<file path="src/rtl/bvm_pkg.sv">
package bvm_pkg;

    // field and datapath widths
    localparam int ADC_W      = 10;
    localparam int MV_W       = 14;
    localparam int LED_W      = 8;
    localparam int TIME_W     = 32;
    localparam int PERIOD_W   = 13;
    localparam int INTERVAL_W = 16;
    localparam int SCALE_W    = 8;
    localparam int WARN_W     = 7;
    localparam int PROD_W     = 2 * MV_W;
    localparam int PCT_PROD_W = 21;
    localparam int CNT_W      = 4;
    localparam int CFG_IDX_W  = 2;
    localparam int CFG_DATA_W = 16;

    // serial engine step counts
    localparam int MUL_STEPS = ADC_W;
    localparam int DIV_STEPS = MV_W;

    // configuration register indexes
    localparam logic [CFG_IDX_W-1:0] CFG_MEASURE_INTERVAL = 2'd0;
    localparam logic [CFG_IDX_W-1:0] CFG_VOLTAGE_SCALE    = 2'd1;
    localparam logic [CFG_IDX_W-1:0] CFG_WARNING          = 2'd2;

    // register reset values and legal ranges
    localparam logic [INTERVAL_W-1:0] INTERVAL_RESET = 16'd1000;
    localparam logic [SCALE_W-1:0]    SCALE_RESET    = 8'd100;
    localparam logic [SCALE_W-1:0]    SCALE_MIN      = 8'd50;
    localparam logic [SCALE_W-1:0]    SCALE_MAX      = 8'd150;
    localparam logic [WARN_W-1:0]     WARN_RESET     = 7'd80;
    localparam logic [WARN_W-1:0]     WARN_MIN       = 7'd10;
    localparam logic [WARN_W-1:0]     WARN_MAX       = 7'd100;

    // arithmetic constants
    localparam logic [MV_W-1:0]     ADC_MAX_CODE = 14'd1023;
    localparam logic [MV_W-1:0]     PCT_DIV      = 14'd100;
    localparam logic [ADC_W-1:0]    LEVEL_GAIN   = 10'd255;
    localparam logic [LED_W-1:0]    LED_MAX      = 8'd255;
    localparam logic [PERIOD_W-1:0] PERIOD_SLOW  = 13'd5000;
    localparam logic [PERIOD_W-1:0] PERIOD_FAST  = 13'd500;

    typedef struct packed {
        logic [TIME_W-1:0] now_ms;
        logic [ADC_W-1:0]  adc_sample;
    } in_item_t;

    typedef struct packed {
        logic             measured;
        logic [MV_W-1:0]  battery_mv;
        logic [LED_W-1:0] led_level;
        logic             beep;
    } out_item_t;

    // request to the serial multiply-divide engine: (a * b) / d
    typedef struct packed {
        logic             start;
        logic [MV_W-1:0]  a;
        logic [ADC_W-1:0] b;
        logic [MV_W-1:0]  d;
    } md_req_t;

    typedef struct packed {
        logic            busy;
        logic            done;
        logic [MV_W-1:0] quotient;
    } md_sts_t;

endpackage

</file>
<file path="src/rtl/bvm_muldiv.sv">
module bvm_muldiv
    import bvm_pkg::*;
(
    input  logic    clk,
    input  logic    rst_n,
    input  md_req_t req,
    output md_sts_t sts
);

    typedef enum logic [1:0] {
        PH_MUL = 2'b01,
        PH_DIV = 2'b10
    } phase_t;

    phase_t             phase_reg, phase_next;
    logic               busy_reg, busy_next;
    logic               done_reg, done_next;
    logic [CNT_W-1:0]   cnt_reg, cnt_next;
    logic [PROD_W-1:0]  w_reg, w_next;
    logic [MV_W-1:0]    a_reg, a_next;
    logic [ADC_W-1:0]   b_reg, b_next;
    logic [MV_W-1:0]    d_reg, d_next;
    logic [MV_W:0]      trial;
    logic [MV_W:0]      diff;
    logic               fits;
    logic [MV_W-1:0]    rem;

    // partial remainder shifted left with the next dividend bit
    assign trial = w_reg[PROD_W-1:MV_W-1];
    assign diff  = trial - {1'b0, d_reg};
    assign fits  = trial >= {1'b0, d_reg};
    assign rem   = fits ? diff[MV_W-1:0] : trial[MV_W-1:0];

    always_comb
    begin
        phase_next = phase_reg;
        busy_next  = busy_reg;
        done_next  = 1'b0;
        cnt_next   = cnt_reg;
        w_next     = w_reg;
        a_next     = a_reg;
        b_next     = b_reg;
        d_next     = d_reg;
        if (req.start && !busy_reg)
        begin
            a_next     = req.a;
            b_next     = req.b;
            d_next     = req.d;
            w_next     = '0;
            cnt_next   = '0;
            phase_next = PH_MUL;
            busy_next  = 1'b1;
        end
        else if (busy_reg)
        begin
            case (phase_reg)
                PH_MUL:
                begin
                    // shift-add, multiplier bits msb first
                    w_next = {w_reg[PROD_W-2:0], 1'b0}
                             + (b_reg[ADC_W-1] ? PROD_W'(a_reg) : '0);
                    b_next = {b_reg[ADC_W-2:0], 1'b0};
                    if (cnt_reg == CNT_W'(MUL_STEPS - 1))
                    begin
                        cnt_next   = '0;
                        phase_next = PH_DIV;
                    end
                    else
                    begin
                        cnt_next = cnt_reg + 1'b1;
                    end
                end
                PH_DIV:
                begin
                    // restoring division, quotient bits enter at the bottom
                    w_next = {rem, w_reg[MV_W-2:0], fits};
                    if (cnt_reg == CNT_W'(DIV_STEPS - 1))
                    begin
                        busy_next = 1'b0;
                        done_next = 1'b1;
                    end
                    else
                    begin
                        cnt_next = cnt_reg + 1'b1;
                    end
                end
                default:
                begin
                    phase_next = PH_MUL;
                    busy_next  = 1'b0;
                end
            endcase
        end
    end

    always_ff @(posedge clk or negedge rst_n)
    begin
        if (!rst_n)
        begin
            phase_reg <= PH_MUL;
            busy_reg  <= 1'b0;
            done_reg  <= 1'b0;
            cnt_reg   <= '0;
        end
        else
        begin
            phase_reg <= phase_next;
            busy_reg  <= busy_next;
            done_reg  <= done_next;
            cnt_reg   <= cnt_next;
        end
    end

    always_ff @(posedge clk)
    begin
        w_reg <= w_next;
        a_reg <= a_next;
        b_reg <= b_next;
        d_reg <= d_next;
    end

    assign sts.busy     = busy_reg;
    assign sts.done     = done_reg;
    assign sts.quotient = w_reg[MV_W-1:0];

endmodule

</file>
<file path="src/rtl/battery_voltage_monitor_top.sv">
// a tick that takes no measurement goes from acceptance straight to evaluation; a measuring
// tick first runs three serial multiply-divide passes (conversion, scale, level) on the
// bit-serial shift-add / restoring-divide engine (10 + 14 steps per pass); the result is
// registered in the output stage once that stage is free; one tick is taken at a time
// reset: asynchronous active-low rst_n restores register defaults and clears the control
// and monitor state; the payload registers and the engine datapath are not reset
module battery_voltage_monitor_top
    import bvm_pkg::*;
#(
    parameter int FULL_SCALE_MV = 10750,
    parameter int NOMINAL_MV    = 8400,
    parameter int DEAD_PCT      = 60
)
(
    input  logic                  clk,
    input  logic                  rst_n,
    input  logic                  in_valid,
    output logic                  in_ready,
    input  in_item_t              in_data,
    output logic                  out_valid,
    input  logic                  out_ready,
    output out_item_t             out_data,
    input  logic                  cfg_valid,
    output logic                  cfg_ready,
    input  logic [CFG_IDX_W-1:0]  cfg_index,
    input  logic [CFG_DATA_W-1:0] cfg_data
);

    // limits compared as 100 * mv <= pct * nominal, which equals mv <= pct * nominal / 100
    localparam logic [PCT_PROD_W-1:0] DEAD_PROD  = PCT_PROD_W'(DEAD_PCT * NOMINAL_MV);
    localparam logic [PCT_PROD_W-1:0] WARN_PROD0 = PCT_PROD_W'(80 * NOMINAL_MV);

    typedef enum logic [2:0] {
        ST_IDLE = 3'b001,
        ST_OP   = 3'b010,
        ST_EVAL = 3'b100
    } state_t;

    // which multiply-divide pass is running
    typedef enum logic [1:0] {
        OP_CONV  = 2'd0,   // sample * full scale / 1023
        OP_SCALE = 2'd1,   // mv * scale / 100
        OP_LEVEL = 2'd2    // mv * 255 / nominal
    } op_t;

    state_t                  state_reg, state_next;
    op_t                     op_reg, op_next;

    // configuration
    logic [INTERVAL_W-1:0]   interval_reg, interval_next;
    logic [SCALE_W-1:0]      scale_reg, scale_next;
    logic [PCT_PROD_W-1:0]   warn_prod_reg, warn_prod_next;

    // monitor state
    logic [MV_W-1:0]         volt_reg, volt_next;
    logic [PCT_PROD_W-1:0]   volt100_reg, volt100_next;
    logic [TIME_W-1:0]       last_meas_reg, last_meas_next;
    logic [TIME_W-1:0]       last_warn_reg, last_warn_next;
    logic [PERIOD_W-1:0]     period_reg, period_next;
    logic [LED_W-1:0]        led_reg, led_next;
    logic [LED_W-1:0]        saved_reg, saved_next;

    // per-transaction working registers
    logic [TIME_W-1:0]       now_reg, now_next;
    logic                    meas_reg, meas_next;
    logic [MV_W-1:0]         mv_reg, mv_next;
    logic [PCT_PROD_W-1:0]   mv100_reg, mv100_next;

    // output stage
    logic                    out_valid_reg, out_valid_next;
    out_item_t               out_data_reg, out_data_next;

    md_req_t                 md_req;
    md_sts_t                 md_sts;

    logic                    in_fire;
    logic                    out_free;
    logic                    meas_due;
    logic [TIME_W-1:0]       meas_age;
    logic [TIME_W-1:0]       warn_age;
    logic [MV_W-1:0]         cur_volt;
    logic [PCT_PROD_W-1:0]   cur100;
    logic                    lvl_over;
    logic                    is_dead;
    logic                    is_warn;
    logic [LED_W-1:0]        lvl_led;
    logic [PERIOD_W-1:0]     eval_period;
    logic [LED_W-1:0]        eval_led;
    logic                    blink;

    bvm_muldiv u_muldiv
    (
        .clk   (clk),
        .rst_n (rst_n),
        .req   (md_req),
        .sts   (md_sts)
    );

    assign in_ready  = (state_reg == ST_IDLE);
    assign in_fire   = in_valid && in_ready;
    assign out_free  = !out_valid_reg || out_ready;
    assign cfg_ready = 1'b1;

    assign meas_age = in_data.now_ms - last_meas_reg;
    assign meas_due = TIME_W'(interval_reg) <= meas_age;

    // evaluation of one tick from registered values
    assign cur_volt = meas_reg ? mv_reg : volt_reg;
    assign cur100   = meas_reg ? mv100_reg : volt100_reg;
    assign lvl_over = md_sts.quotient[MV_W-1:LED_W] != '0;
    assign is_dead  = mv100_reg <= DEAD_PROD;
    assign is_warn  = cur100 <= warn_prod_reg;
    assign warn_age = now_reg - last_warn_reg;

    always_comb
    begin
        eval_period = period_reg;
        eval_led    = led_reg;
        lvl_led     = md_sts.quotient[LED_W-1:0];
        if (meas_reg)
        begin
            if (lvl_over)
            begin
                eval_period = PERIOD_SLOW;
                lvl_led     = LED_MAX;
            end
            else if (is_dead)
            begin
                eval_period = PERIOD_FAST;
                lvl_led     = '0;
            end
            else if (is_warn)
            begin
                eval_period = PERIOD_FAST;
            end
            eval_led = lvl_led;
        end
    end

    assign blink = (cur_volt != '0) && is_warn && (TIME_W'(eval_period) <= warn_age);

    // configuration writes, out-of-range values dropped
    always_comb
    begin
        interval_next  = interval_reg;
        scale_next     = scale_reg;
        warn_prod_next = warn_prod_reg;
        if (cfg_valid && cfg_ready)
        begin
            case (cfg_index)
                CFG_MEASURE_INTERVAL:
                begin
                    interval_next = cfg_data[INTERVAL_W-1:0];
                end
                CFG_VOLTAGE_SCALE:
                begin
                    if (cfg_data[SCALE_W-1:0] >= SCALE_MIN && cfg_data[SCALE_W-1:0] <= SCALE_MAX)
                    begin
                        scale_next = cfg_data[SCALE_W-1:0];
                    end
                end
                CFG_WARNING:
                begin
                    if (cfg_data[WARN_W-1:0] >= WARN_MIN && cfg_data[WARN_W-1:0] <= WARN_MAX)
                    begin
                        warn_prod_next = PCT_PROD_W'(cfg_data[WARN_W-1:0])
                                         * PCT_PROD_W'(NOMINAL_MV);
                    end
                end
                default:
                begin
                    interval_next = interval_reg;
                end
            endcase
        end
    end

    // sequencer
    always_comb
    begin
        state_next     = state_reg;
        op_next        = op_reg;
        now_next       = now_reg;
        meas_next      = meas_reg;
        mv_next        = mv_reg;
        mv100_next     = mv100_reg;
        volt_next      = volt_reg;
        volt100_next   = volt100_reg;
        last_meas_next = last_meas_reg;
        last_warn_next = last_warn_reg;
        period_next    = period_reg;
        led_next       = led_reg;
        saved_next     = saved_reg;
        out_valid_next = out_valid_reg && !out_ready;
        out_data_next  = out_data_reg;
        md_req         = '0;

        case (state_reg)
            ST_IDLE:
            begin
                if (in_fire)
                begin
                    now_next  = in_data.now_ms;
                    meas_next = meas_due;
                    if (meas_due)
                    begin
                        md_req.start = 1'b1;
                        md_req.a     = MV_W'(FULL_SCALE_MV);
                        md_req.b     = in_data.adc_sample;
                        md_req.d     = ADC_MAX_CODE;
                        op_next      = OP_CONV;
                        state_next   = ST_OP;
                    end
                    else
                    begin
                        state_next = ST_EVAL;
                    end
                end
            end
            ST_OP:
            begin
                if (md_sts.done)
                begin
                    case (op_reg)
                        OP_CONV:
                        begin
                            md_req.start = 1'b1;
                            md_req.a     = md_sts.quotient;
                            md_req.b     = ADC_W'(scale_reg);
                            md_req.d     = PCT_DIV;
                            op_next      = OP_SCALE;
                        end
                        OP_SCALE:
                        begin
                            // keep mv and 100 * mv for the limit compares
                            mv_next      = md_sts.quotient;
                            mv100_next   = (PCT_PROD_W'(md_sts.quotient) << 6)
                                           + (PCT_PROD_W'(md_sts.quotient) << 5)
                                           + (PCT_PROD_W'(md_sts.quotient) << 2);
                            md_req.start = 1'b1;
                            md_req.a     = md_sts.quotient;
                            md_req.b     = LEVEL_GAIN;
                            md_req.d     = MV_W'(NOMINAL_MV);
                            op_next      = OP_LEVEL;
                        end
                        default:
                        begin
                            // level quotient stays in the engine until the next start
                            state_next = ST_EVAL;
                        end
                    endcase
                end
            end
            ST_EVAL:
            begin
                // commit only when the output stage can take the transaction
                if (out_free)
                begin
                    volt_next    = cur_volt;
                    volt100_next = cur100;
                    period_next  = eval_period;
                    led_next     = eval_led;
                    if (meas_reg)
                    begin
                        last_meas_next = now_reg;
                    end
                    if (blink)
                    begin
                        last_warn_next = now_reg;
                        if (saved_reg == '0)
                        begin
                            saved_next = eval_led;
                            led_next   = '0;
                        end
                        else
                        begin
                            led_next   = saved_reg;
                            saved_next = '0;
                        end
                    end
                    out_valid_next           = 1'b1;
                    out_data_next.measured   = meas_reg;
                    out_data_next.battery_mv = cur_volt;
                    out_data_next.led_level  = led_next;
                    out_data_next.beep       = blink;
                    state_next               = ST_IDLE;
                end
            end
            default:
            begin
                state_next = ST_IDLE;
            end
        endcase
    end

    always_ff @(posedge clk or negedge rst_n)
    begin
        if (!rst_n)
        begin
            state_reg     <= ST_IDLE;
            op_reg        <= OP_CONV;
            interval_reg  <= INTERVAL_RESET;
            scale_reg     <= SCALE_RESET;
            warn_prod_reg <= WARN_PROD0;
            volt_reg      <= '0;
            volt100_reg   <= '0;
            last_meas_reg <= '0;
            last_warn_reg <= '0;
            period_reg    <= PERIOD_SLOW;
            led_reg       <= '0;
            saved_reg     <= '0;
            out_valid_reg <= 1'b0;
        end
        else
        begin
            state_reg     <= state_next;
            op_reg        <= op_next;
            interval_reg  <= interval_next;
            scale_reg     <= scale_next;
            warn_prod_reg <= warn_prod_next;
            volt_reg      <= volt_next;
            volt100_reg   <= volt100_next;
            last_meas_reg <= last_meas_next;
            last_warn_reg <= last_warn_next;
            period_reg    <= period_next;
            led_reg       <= led_next;
            saved_reg     <= saved_next;
            out_valid_reg <= out_valid_next;
        end
    end

    // payload registers
    always_ff @(posedge clk)
    begin
        now_reg      <= now_next;
        meas_reg     <= meas_next;
        mv_reg       <= mv_next;
        mv100_reg    <= mv100_next;
        out_data_reg <= out_data_next;
    end

    assign out_valid = out_valid_reg;
    assign out_data  = out_data_reg;

    // the engine never runs while a new transaction can be taken
    assert property (@(posedge clk) disable iff (!rst_n) in_ready |-> !md_sts.busy)
        else $error("muldiv busy while idle");

    // engine results arrive only while the sequencer waits for them
    assert property (@(posedge clk) disable iff (!rst_n) md_sts.done |-> state_reg == ST_OP)
        else $error("muldiv done outside op state");

    // a beep needs a nonzero voltage
    assert property (@(posedge clk) disable iff (!rst_n)
        out_valid && out_data.beep |-> out_data.battery_mv != '0)
        else $error("beep with zero voltage");

    // a fresh zero reading is a dead battery, so the led is off
    assert property (@(posedge clk) disable iff (!rst_n)
        out_valid && out_data.measured && out_data.battery_mv == '0 |-> out_data.led_level == '0)
        else $error("led on at zero voltage");

endmodule

</file>
<file path="config.mk">
export PLATFORM = sky130hd
export DESIGN_NAME = battery_voltage_monitor_top
export DESIGN_NICKNAME = d
export VERILOG_FILES = /design/src/rtl/bvm_pkg.sv /design/src/rtl/bvm_muldiv.sv /design/src/rtl/battery_voltage_monitor_top.sv
export SDC_FILE = /design/constraint.sdc
export NUM_CORES = 1
export LEC_CHECK = 0
export BUFFER_PORTS_ARGS = -buffer_cell sky130_fd_sc_hd__buf_4
export CORE_ASPECT_RATIO = 1.4
export CORE_MARGIN = 10
export CORE_UTILIZATION = 46
export DETAILED_ROUTE_END_ITERATION = 8
export GPL_TIMING_DRIVEN = 0
export PLACE_DENSITY = 0.62
export SLEW_MARGIN = 15
export SYNTH_ARGS = -nofsm -noshare
export SYNTH_HDL_FRONTEND = slang
export SYNTH_SLANG_ARGS = --single-unit
export TNS_END_PERCENT = 30
</file>
<file path="constraint.sdc">
create_clock -name clk -period 18.8 [get_ports clk]
set_clock_uncertainty 0.2 [all_clocks]
set_input_delay 1.88 -clock clk [delete_from_list [all_inputs] [get_ports clk]]
set_output_delay 1.88 -clock clk [all_outputs]
set_load 0.01 [all_outputs]
</file>
==> results of run 1 <==
worst max-delay path, delay by kind of cell (launching register included):
family / cells / cell delay (ns)
DFF: 1 / 0.57
adders and majority gates: 2 / 0.54
and+or+nand+nor: 8 / 2.02
AOI/OAI and AO/OA: 11 / 2.62
muxes: 2 / 0.74
buffers and inverters: 5 / 2.29
how the worst min path moves through the flow:
| stage | from | endpoint | slack (ns) |
|---|---|---|---|
| 6_report | volt_reg[9]$_DFFE_PN0P_ | volt_reg[9]$_DFFE_PN0P_ | 0.28 |
| 5_1_grt | period_reg[11]$_DFFE_PN0P_ | period_reg[11]$_DFFE_PN0P_ | 0.29 |
| 4_1_cts | volt_reg[10]$_DFFE_PN0P_ | volt_reg[10]$_DFFE_PN0P_ | 0.28 |
| 3_5_place_dp | volt_reg[7]$_DFFE_PN0P_ | volt_reg[7]$_DFFE_PN0P_ | 0.26 |
| 3_3_place_gp | volt_reg[7]$_DFFE_PN0P_ | volt_reg[7]$_DFFE_PN0P_ | 0.25 |
| 2_1_floorplan | volt_reg[5]$_DFFE_PN0P_ | volt_reg[5]$_DFFE_PN0P_ | 0.24 |
layer usage:
layer / GRT usage (%) / share of wire (%) / vias up
met5: 0 / 0 / -
met4: 9.95 / 4.3 / 0
met3: 2.18 / 2.9 / 118
met2: 40.7 / 54 / 335
met1: 23.8 / 39 / 8760
li1: - / - / 8534
layout by cell type (no fill, tap or decap), drive strengths merged, types with 11 or more instances in the layout:
cell / Yosys / final
a21o: 55 / 55
o21ai: 146 / 146
nand2: 198 / 198
inv: 202 / 204
ha: 200 / 200
xnor2: 43 / 43
dfxtp: 28 / 28
and2: 33 / 33
or3: 14 / 14
o211ai: 22 / 22
nor2: 135 / 135
clkbuf: 79 / 120
buf: 13 / 109
fa: 19 / 19
dfrtp: 163 / 163
or2: 11 / 11
nor4: 23 / 23
o21a: 29 / 29
a21oi: 134 / 134
a31oi: 14 / 14
a32oi: 11 / 11
mux2: 125 / 125
clkinv: 1 / 16
edfxtp: 116 / 116
nand2b: 34 / 34
o2111ai: 11 / 11
dfstp: 20 / 20
mux2i: 33 / 33
a211oi: 31 / 31
nor2b: 21 / 21
nor3: 40 / 40
and3: 21 / 21
nand4: 32 / 32
nand3: 38 / 38
xor2: 25 / 25
through the flow:
stage,util [%],instances,power [mW]
6_report,52.1,3075,3.02
3_5_place_dp,49.6,3011,2.31
2_1_floorplan,-,2285,1.92
5_1_grt,52.1,3075,3.24
4_1_cts,52.1,3075,3.04
3_3_place_gp,49.3,3005,2.27
logic make-up after synthesis:
logic type / Yosys count / synth area share, %
XOR/XNOR: 68 / 2.69
AND/OR/NAND/NOR: 636 / 14.2
buffers and inverters: 295 / 5.29
AO/OA/AOI/OAI: 581 / 17.4
adder cells (fa/ha/maj): 219 / 13.0
other: 1 / 0.0169
multiplexers: 158 / 8.38
flip-flops: 327 / 39.0
synth_stat cells (32+ instances only):
cell type	number	area share [%]
sky130_fd_sc_hd__a21o_1	55	1.9
sky130_fd_sc_hd__a21oi_1	133	3.0
sky130_fd_sc_hd__and2_1	32	0.90
sky130_fd_sc_hd__clkbuf_1	79	1.3
sky130_fd_sc_hd__dfrtp_1	163	18
sky130_fd_sc_hd__edfxtp_1	116	16
sky130_fd_sc_hd__ha_1	200	11
sky130_fd_sc_hd__inv_1	200	3.4
sky130_fd_sc_hd__mux2_2	93	4.7
sky130_fd_sc_hd__mux2_4	32	2.2
sky130_fd_sc_hd__mux2i_1	33	1.5
sky130_fd_sc_hd__nand2_1	198	3.4
sky130_fd_sc_hd__nand2b_1	34	0.96
sky130_fd_sc_hd__nand3_1	38	0.86
sky130_fd_sc_hd__nand4_1	32	0.90
sky130_fd_sc_hd__nor2_1	135	2.3
sky130_fd_sc_hd__nor3_1	40	0.90
sky130_fd_sc_hd__o21ai_0	139	3.1
sky130_fd_sc_hd__xnor2_1	43	1.7
layout make-up:
| class | instances | area, sq um |
|---|---|---|
| repair buffers | 96 | 791 |
| clock inverters | 23 | 216 |
| well taps | 630 | 788 |
| plain buffers | 92 | 414 |
| inverters | 203 | 762 |
| multi-input cells | 1663 | 12400 |
| flip-flops and latches | 327 | 8650 |
| fillers | 4386 | 23000 |
| clock buffers | 41 | 960 |
power by group through the flow:
| stage | Combinational, mW | Sequential, mW | Clock, mW |
|---|---|---|---|
| after floorplan | 0.944 | 0.979 | 0 |
| after global placement | 1.23 | 1.04 | 0 |
| after detailed placement | 1.27 | 1.04 | 0 |
| after CTS | 1.28 | 1.02 | 0.736 |
| after global routing | 1.45 | 1.04 | 0.763 |
| final | 1.28 | 1.02 | 0.721 |
==> Implementation_results.wiki, run 1 <==
{| class="wikitable"
! Metric !! Value
|-
| Worst-case reg-to-reg path depth || 28
|-
| Worst EP required || 19.02 ns
|-
| Design area || 24900 sq um
|-
| Share of async-settable or async-resettable flops after synthesis || 56.0%
|-
| Nets || 2702
|-
| Count of final hold-check violations || 0
|-
| DRC viols || 0
|-
| Setup total negative slack || 0 ns
|-
| Power density relative to cell area || 121 nW/um^2
|-
| Remaining number of nets flagged by the antenna check after routing || 0
|-
| Max-cap violations || 0
|-
| Crit path to || last_warn_reg[31]$_DFFE_PN0P_
|-
| Most numerous cell on the critical path || sky130_fd_sc_hd__clkbuf_1
|-
| Time the worst path needs with I/O delays and setup || 9.11 ns
|-
| Number of gates resized after CTS || 0
|-
| Start-to-end type of the worst setup path || register to register
|-
| Outcome || finished clean
|-
| Total net switching power || 1.19 mW
|-
| Critical path arrival || 9.33 ns
|-
| Level count of the clock H-tree || 2
|-
| Area enclosed by the die boundary || 57500 sq um
|-
| Final global-route overflow total || 0
|-
| Number of buffers inserted by hold repair at cts || 0
|-
| Final setup violation count || 0
|-
| Ant diodes || 0
|-
| Number of synthesized flops with an enable pin || 116
|-
| Starting DRT DRC Count || 983
|-
| Actual slew at the worst max-slew pin || 1.14 ns
|-
| Avg Synthesized Cell Area || 9.70 sq um
|-
| CTS root buf || sky130_fd_sc_hd__clkbuf_16
|-
| Instance area after placement || 23800 sq um
|-
| CTS buffer count || 35
|-
| TritonCTS clock tree || yes
|-
| Width of the die || 206 um
|-
| Worst path setup slack after routing || 9.69 ns
|-
| Critical path's slowest cell || sky130_fd_sc_hd__buf_1
|-
| Final Slew Violations || 0
|-
| Post-synth top flop || sky130_fd_sc_hd__dfrtp_1
|-
| Share of post-route cells with drive strength above 1 || 14.2%
|-
| Largest net degree at the start of global routing || 77
|-
| Number of warnings reported in the yosys synthesis log || 0
|-
| Area growth from synthesis to final layout || 12.5%
|-
| Post-DP HPWL || 48.7 mm
|-
| Pint || 1.83 mW
|-
| Seq/Total Area, Yosys || 39.0%
|-
| Max-slew headroom || 23.9%
|-
| Total number of clock tree sinks || 327
|-
| Starting density of the core || 46.3%
|-
| Instance count along the most critical hold path || 2
|-
| Number of synthesized register bits || 327
|-
| Number of antenna violations at the first check in global routing || 0
|-
| Mean routed wirelength per cell || 20.4 um
|-
| Detailed-route vias per instance || 5.77
|-
| Vias in the first global route || 18199
|-
| Unrepaired setup endpoints after global routing || no
|-
| GRT Resource Usage Total || 21.7%
|-
| Startpoint types || register
|-
| Maximum clock frequency || 0.110 GHz
|-
| Via total after detailed routing || 17747
|-
| Worst-path maximum fanout || 10
|-
| Core Footprint || 47900 sq um
|-
| CTS max path bufs || 3
|-
| Endpoint type of the worst setup path || register
|-
| Sequential share of power || 33.8%
|-
| First-pass iteration count of the detailed router || 5
|-
| Insertion delay to the later sink of the worst-skew pair || 0.55 ns
|-
| Worst reg2reg path startpoint || meas_reg$_DFFE_PP_
|-
| Die Y || 280 um
|-
| Detailed-route wire length || 62.8 mm
|-
| Leak Pwr || 11.0 nW
|-
| Number of distinct library cells after synthesis || 90
|-
| Class of the most critical hold timing path || register to register
|-
| Relative contribution of the clock network to total power || 23.8%
|-
| Placer Congestion || 0.942
|-
| First-pass GRT wire length || 99.9 mm
|-
| Launching element of the worst setup path || meas_reg$_DFFE_PP_
|-
| Num rows || 95
|-
| Switching fraction of total power || 39.5%
|-
| Post-synthesis cell area || 22200 sq um
|-
| Synthesized instance count || 2285
|-
| Port-buffer cells || 90
|-
| Net Count, Synth || 2569
|-
| IO Pins || 92
|-
| Pre-CTS WS || 9.70 ns
|-
| Worst stage delay on the critical path || 0.58 ns
|-
| Combinational power share || 42.3%
|-
| IR Drop Worst-Case VDD || 0.0795 mV
|-
| Tightest hold margin || 0.280 ns
|-
| Reg-to-reg slack, setup || 9.69 ns
|-
| Worst r2r dst || last_warn_reg[31]$_DFFE_PN0P_
|-
| Final critical-path share of the clock period || 48.4%
|-
| Clock-pin slew of the registers on the worst-case setup and hold paths || 0.06 ns
|-
| Post-CTS Setup Inserts || 0
|}
Power figures use the tool's default switching activity.
==> run 2: changes to the inputs <==
--- a/config.mk
+++ b/config.mk
@@ -5,13 +5,14 @@
 export SDC_FILE = /design/constraint.sdc
 export NUM_CORES = 1
 export LEC_CHECK = 0
+export ABC_AREA = 1
 export BUFFER_PORTS_ARGS = -buffer_cell sky130_fd_sc_hd__buf_4
 export CORE_ASPECT_RATIO = 1.4
 export CORE_MARGIN = 10
 export CORE_UTILIZATION = 46
 export DETAILED_ROUTE_END_ITERATION = 8
 export GPL_TIMING_DRIVEN = 0
-export PLACE_DENSITY = 0.62
+export PLACE_DENSITY = 0.65
 export SLEW_MARGIN = 15
 export SYNTH_ARGS = -nofsm -noshare
 export SYNTH_HDL_FRONTEND = slang
==> constraint.sdc (replaced) <==
create_clock -name clk -period 7.5 [get_ports clk]
set_clock_uncertainty 0.2 [all_clocks]
set_input_delay 0.75 -clock clk [delete_from_list [all_inputs] [get_ports clk]]
set_output_delay 0.75 -clock clk [all_outputs]
set_load 0.01 [all_outputs]
==> Implementation_results.wiki, run 2 <==
{| class="wikitable"
! Metric !! Value
|-
| Outcome || finished clean
|-
| Tightest hold margin || 0.170 ns (-0.110 ns)
|-
| Remaining number of nets flagged by the antenna check after routing || 0 (unchanged)
|-
| Commonest cells after routing, fill and taps aside || sky130_fd_sc_hd__nand2_1, sky130_fd_sc_hd__inv_1, sky130_fd_sc_hd__o21ai_0
|-
| Time the worst path needs with I/O delays and setup || 6.68 ns (-2.43 ns)
|-
| Core Footprint || 49200 sq um (+2.8%)
|-
| Commonest non-fill, non-tap cell in the layout || sky130_fd_sc_hd__nand2_1
|-
| Insertion delay to the later sink of the worst-skew pair || 0.57 ns (+0.02 ns)
|-
| Crit path to || last_warn_reg[12]$_DFFE_PN0P_
|-
| Number of warnings reported in the yosys synthesis log || 0 (unchanged)
|-
| Post-synthesis cell area || 23000 sq um (+3.6%)
|-
| Area enclosed by the die boundary || 59400 sq um (+3.3%)
|-
| Most used standard cell by instance count after synthesis || sky130_fd_sc_hd__nand2_1
|-
| Post-CTS Setup Inserts || 0 (unchanged)
|-
| Setup total negative slack || 0 ns (unchanged)
|-
| Launching element of the worst setup path || meas_reg$_DFFE_PP_
|-
| Endpoint type of the worst setup path || register
|-
| Class of the most critical hold timing path || input port to register
|-
| Share of async-settable or async-resettable flops after synthesis || 56.0% (unchanged)
|-
| Final Slew Violations || 0 (unchanged)
|-
| Critical path's slowest cell || sky130_fd_sc_hd__nor4_1
|-
| Vias in the first global route || 20641 (+13%)
|-
| CTS buffer count || 38 (+8.6%)
|-
| Via total after detailed routing || 20463 (+15%)
|-
| Detailed-route wire length || 67.5 mm (+7.5%)
|-
| Mean routed wirelength per cell || 17.3 um (-16%)
|-
| Design area || 25800 sq um (+3.6%)
|-
| Starting DRT DRC Count || 1171 (+19%)
|-
| Nets || 3527 (+31%)
|-
| Reg-to-reg slack, setup || 0.82 ns (-8.87 ns)
|-
| Unrepaired setup endpoints after global routing || no
|-
| Most numerous cell on the critical path || sky130_fd_sc_hd__nand2_1
|-
| Startpoint types || register
|-
| Worst-case reg-to-reg path depth || 30 (+7.1%)
|-
| Net Count, Synth || 3391 (+32%)
|-
| Worst r2r dst || last_warn_reg[12]$_DFFE_PN0P_
|-
| Top cell type's share of synthesized area || 17.8% (-0.63 points)
|-
| First-pass iteration count of the detailed router || 6 (+1)
|-
| Avg Synthesized Cell Area || 7.39 sq um (-24%)
|-
| Number of synthesized flops with an enable pin || 116 (unchanged)
|-
| First-pass GRT wire length || 107 mm (+7.3%)
|-
| Starting density of the core || 46.6% (+0.34 points)
|-
| Clock-pin slew of the registers on the worst-case setup and hold paths || 0.06 ns (about the same)
|-
| Leak Pwr || 13.3 nW (+20%)
|-
| Total number of clock tree sinks || 327 (unchanged)
|-
| Detailed-route vias per instance || 5.23 (-9.3%)
|-
| DRC viols || 0 (unchanged)
|-
| IR Drop Worst-Case VDD || 0.189 mV (+140%)
|-
| Post-synth top flop || sky130_fd_sc_hd__dfrtp_1
|-
| Library cell with the largest summed area after synthesis || sky130_fd_sc_hd__dfrtp_1
|-
| Worst-path maximum fanout || 10 (unchanged)
|-
| Count of final hold-check violations || 0 (unchanged)
|-
| Number of antenna violations at the first check in global routing || 0 (unchanged)
|-
| Worst reg2reg path startpoint || meas_reg$_DFFE_PP_
|-
| Final critical-path share of the clock period || 89.0% (+41 points)
|-
| Maximum clock frequency || 0.150 GHz (+36%)
|-
| Number of distinct library cells after synthesis || 58 (-36%)
|-
| Critical path arrival || 6.97 ns (-2.36 ns)
|-
| Start-to-end type of the worst setup path || register to register
|-
| Cell types with the highest counts after synthesis || sky130_fd_sc_hd__nand2_1, sky130_fd_sc_hd__inv_1, sky130_fd_sc_hd__o21ai_0, sky130_fd_sc_hd__ha_1, sky130_fd_sc_hd__nor2_1
|-
| Dominant cells by area after synthesis || sky130_fd_sc_hd__dfrtp_1, sky130_fd_sc_hd__nand2_1, sky130_fd_sc_hd__edfxtp_1
|-
| Die Y || 284 um (+1.6%)
|-
| Level count of the clock H-tree || 2 (unchanged)
|-
| Power density relative to cell area || 174 nW/um^2 (+44%)
|-
| Synthesized instance count || 3107 (+36%)
|-
| GRT Resource Usage Total || 22.3% (+0.63 points)
|-
| Max-cap violations || 0 (unchanged)
|-
| Placer Congestion || 0.959 (+1.8%)
|-
| Post-DP HPWL || 54.3 mm (+12%)
|-
| Max-slew headroom || 30.7% (+6.8 points)
|-
| Instance area after placement || 24600 sq um (+3.4%)
|-
| Actual slew at the worst max-slew pin || 1.04 ns (-0.103 ns)
|-
| IO Pins || 92 (unchanged)
|-
| CTS max path bufs || 3 (unchanged)
|-
| Final setup violation count || 0 (unchanged)
|-
| Number of synthesized register bits || 327 (unchanged)
|-
| TritonCTS clock tree || yes
|-
| Share of post-route cells with drive strength above 1 || 8.19% (-6.0 points)
|-
| Largest net degree at the start of global routing || 100 (+30%)
|-
| Area growth from synthesis to final layout || 12.6% (about the same)
|-
| Worst stage delay on the critical path || 0.46 ns (-0.12 ns)
|-
| Final non-filler cell total || 3911 (+27%)
|-
| Placed instance count || 3839 (+27%)
|-
| Worst EP required || 7.80 ns (-11.22 ns)
|-
| Worst path setup slack after routing || 0.825 ns (-8.87 ns)
|-
| Final global-route overflow total || 0 (unchanged)
|-
| Width of the die || 209 um (+1.6%)
|-
| Number of gates resized after CTS || 0 (unchanged)
|-
| Num rows || 96 (+1.1%)
|-
| Pre-CTS WS || 0.799 ns (-8.90 ns)
|-
| CTS root buf || sky130_fd_sc_hd__clkbuf_16
|-
| Port-buffer cells || 90 (unchanged)
|-
| Seq/Total Area, Yosys || 37.7% (-1.3 points)
|}
==> run 2: report_power, final <==
| part | switching [mW] | total [mW] | internal, mW |
|---|---|---|---|
| sequential | 0.0555 | 1.98 | 1.93 |
| combinational | 0.385 | 0.618 | 0.233 |
| clock | 0.790 | 1.90 | 1.11 |
==> run 2: worst max-delay path: cells and delay by family, from the launching register on <==
family / cells / cell delay, ns
AOI/OAI and AO/OA: 4 / 0.62
and+or+nand+nor: 17 / 3.17
adders and majority gates: 2 / 0.49
buffers and inverters: 7 / 1.69
DFF: 1 / 0.41
==> run 2: area by class of cell <==
| type | count | area, sq um |
|---|---|---|
| fillers | 4816 | 23400 |
| flip-flops and latches | 327 | 8650 |
| clock buffers | 50 | 1070 |
| multi-input cells | 2194 | 12000 |
| plain buffers | 65 | 319 |
| diodes | 1 | 2.50 |
| clock inverters | 20 | 189 |
| inverters | 521 | 1960 |
| well taps | 637 | 797 |
| repair buffers | 96 | 816 |
==> run 2: per-stage QoR <==
stage                     power (mW)  util (%)
after floorplan                 2.40         -
after global placement          2.61      49.6
after detailed placement        2.64      49.9
after CTS                       4.55      52.5
after global routing            4.71      52.5
final                           4.51      52.5
==> run 2: how the worst min path moves through the flow <==
| stage | start | cells after the start | slack [ns] | to |
|---|---|---|---|---|
| after floorplan | meas_reg$_DFFE_PP_ | 0 | 0.23 | out_data[23]$_DFFE_PP_ |
| after global placement | warn_prod_reg[20]$_DFFE_PN0P_ | 2 | 0.25 | warn_prod_reg[20]$_DFFE_PN0P_ |
| after detailed placement | period_reg[7]$_DFFE_PN1P_ | 2 | 0.26 | period_reg[7]$_DFFE_PN1P_ |
| after CTS | in_data[30] | 1 | 0.14 | now_reg[20]$_DFFE_PP_ |
| after global routing | in_data[30] | 1 | 0.15 | now_reg[20]$_DFFE_PP_ |
| final | in_data[26] | 1 | 0.17 | now_reg[16]$_DFFE_PP_ |
==> run 2: what timing repair did <==
item	in CTS	in global routing
hold buffers	1	0
setup endpoints to repair	0	0
endpoints found under the hold margin	17	0
==> run 2: logic make-up after synthesis <==
group,count (synthesis),synth area share [%]
DFF,327,37.7
xor gates and xnor gates,69,2.63
AOI/OAI and AO/OA,452,10.7
buffers and inverters,586,9.91
and+or+nand+nor,1445,26.2
other,1,0.0163
muxes,8,0.392
adders and majority gates,219,12.6
==> run 2: metal layers <==
layer,up-vias,global-route usage [%],wire length (um),part of all wire [%]
li1,10235,-,-,-
met1,9626,23.2,25700,38
met2,457,42.5,35900,53
met3,145,2.89,2320,3.4
met4,0,11.4,3500,5.2
met5,-,0,0,0
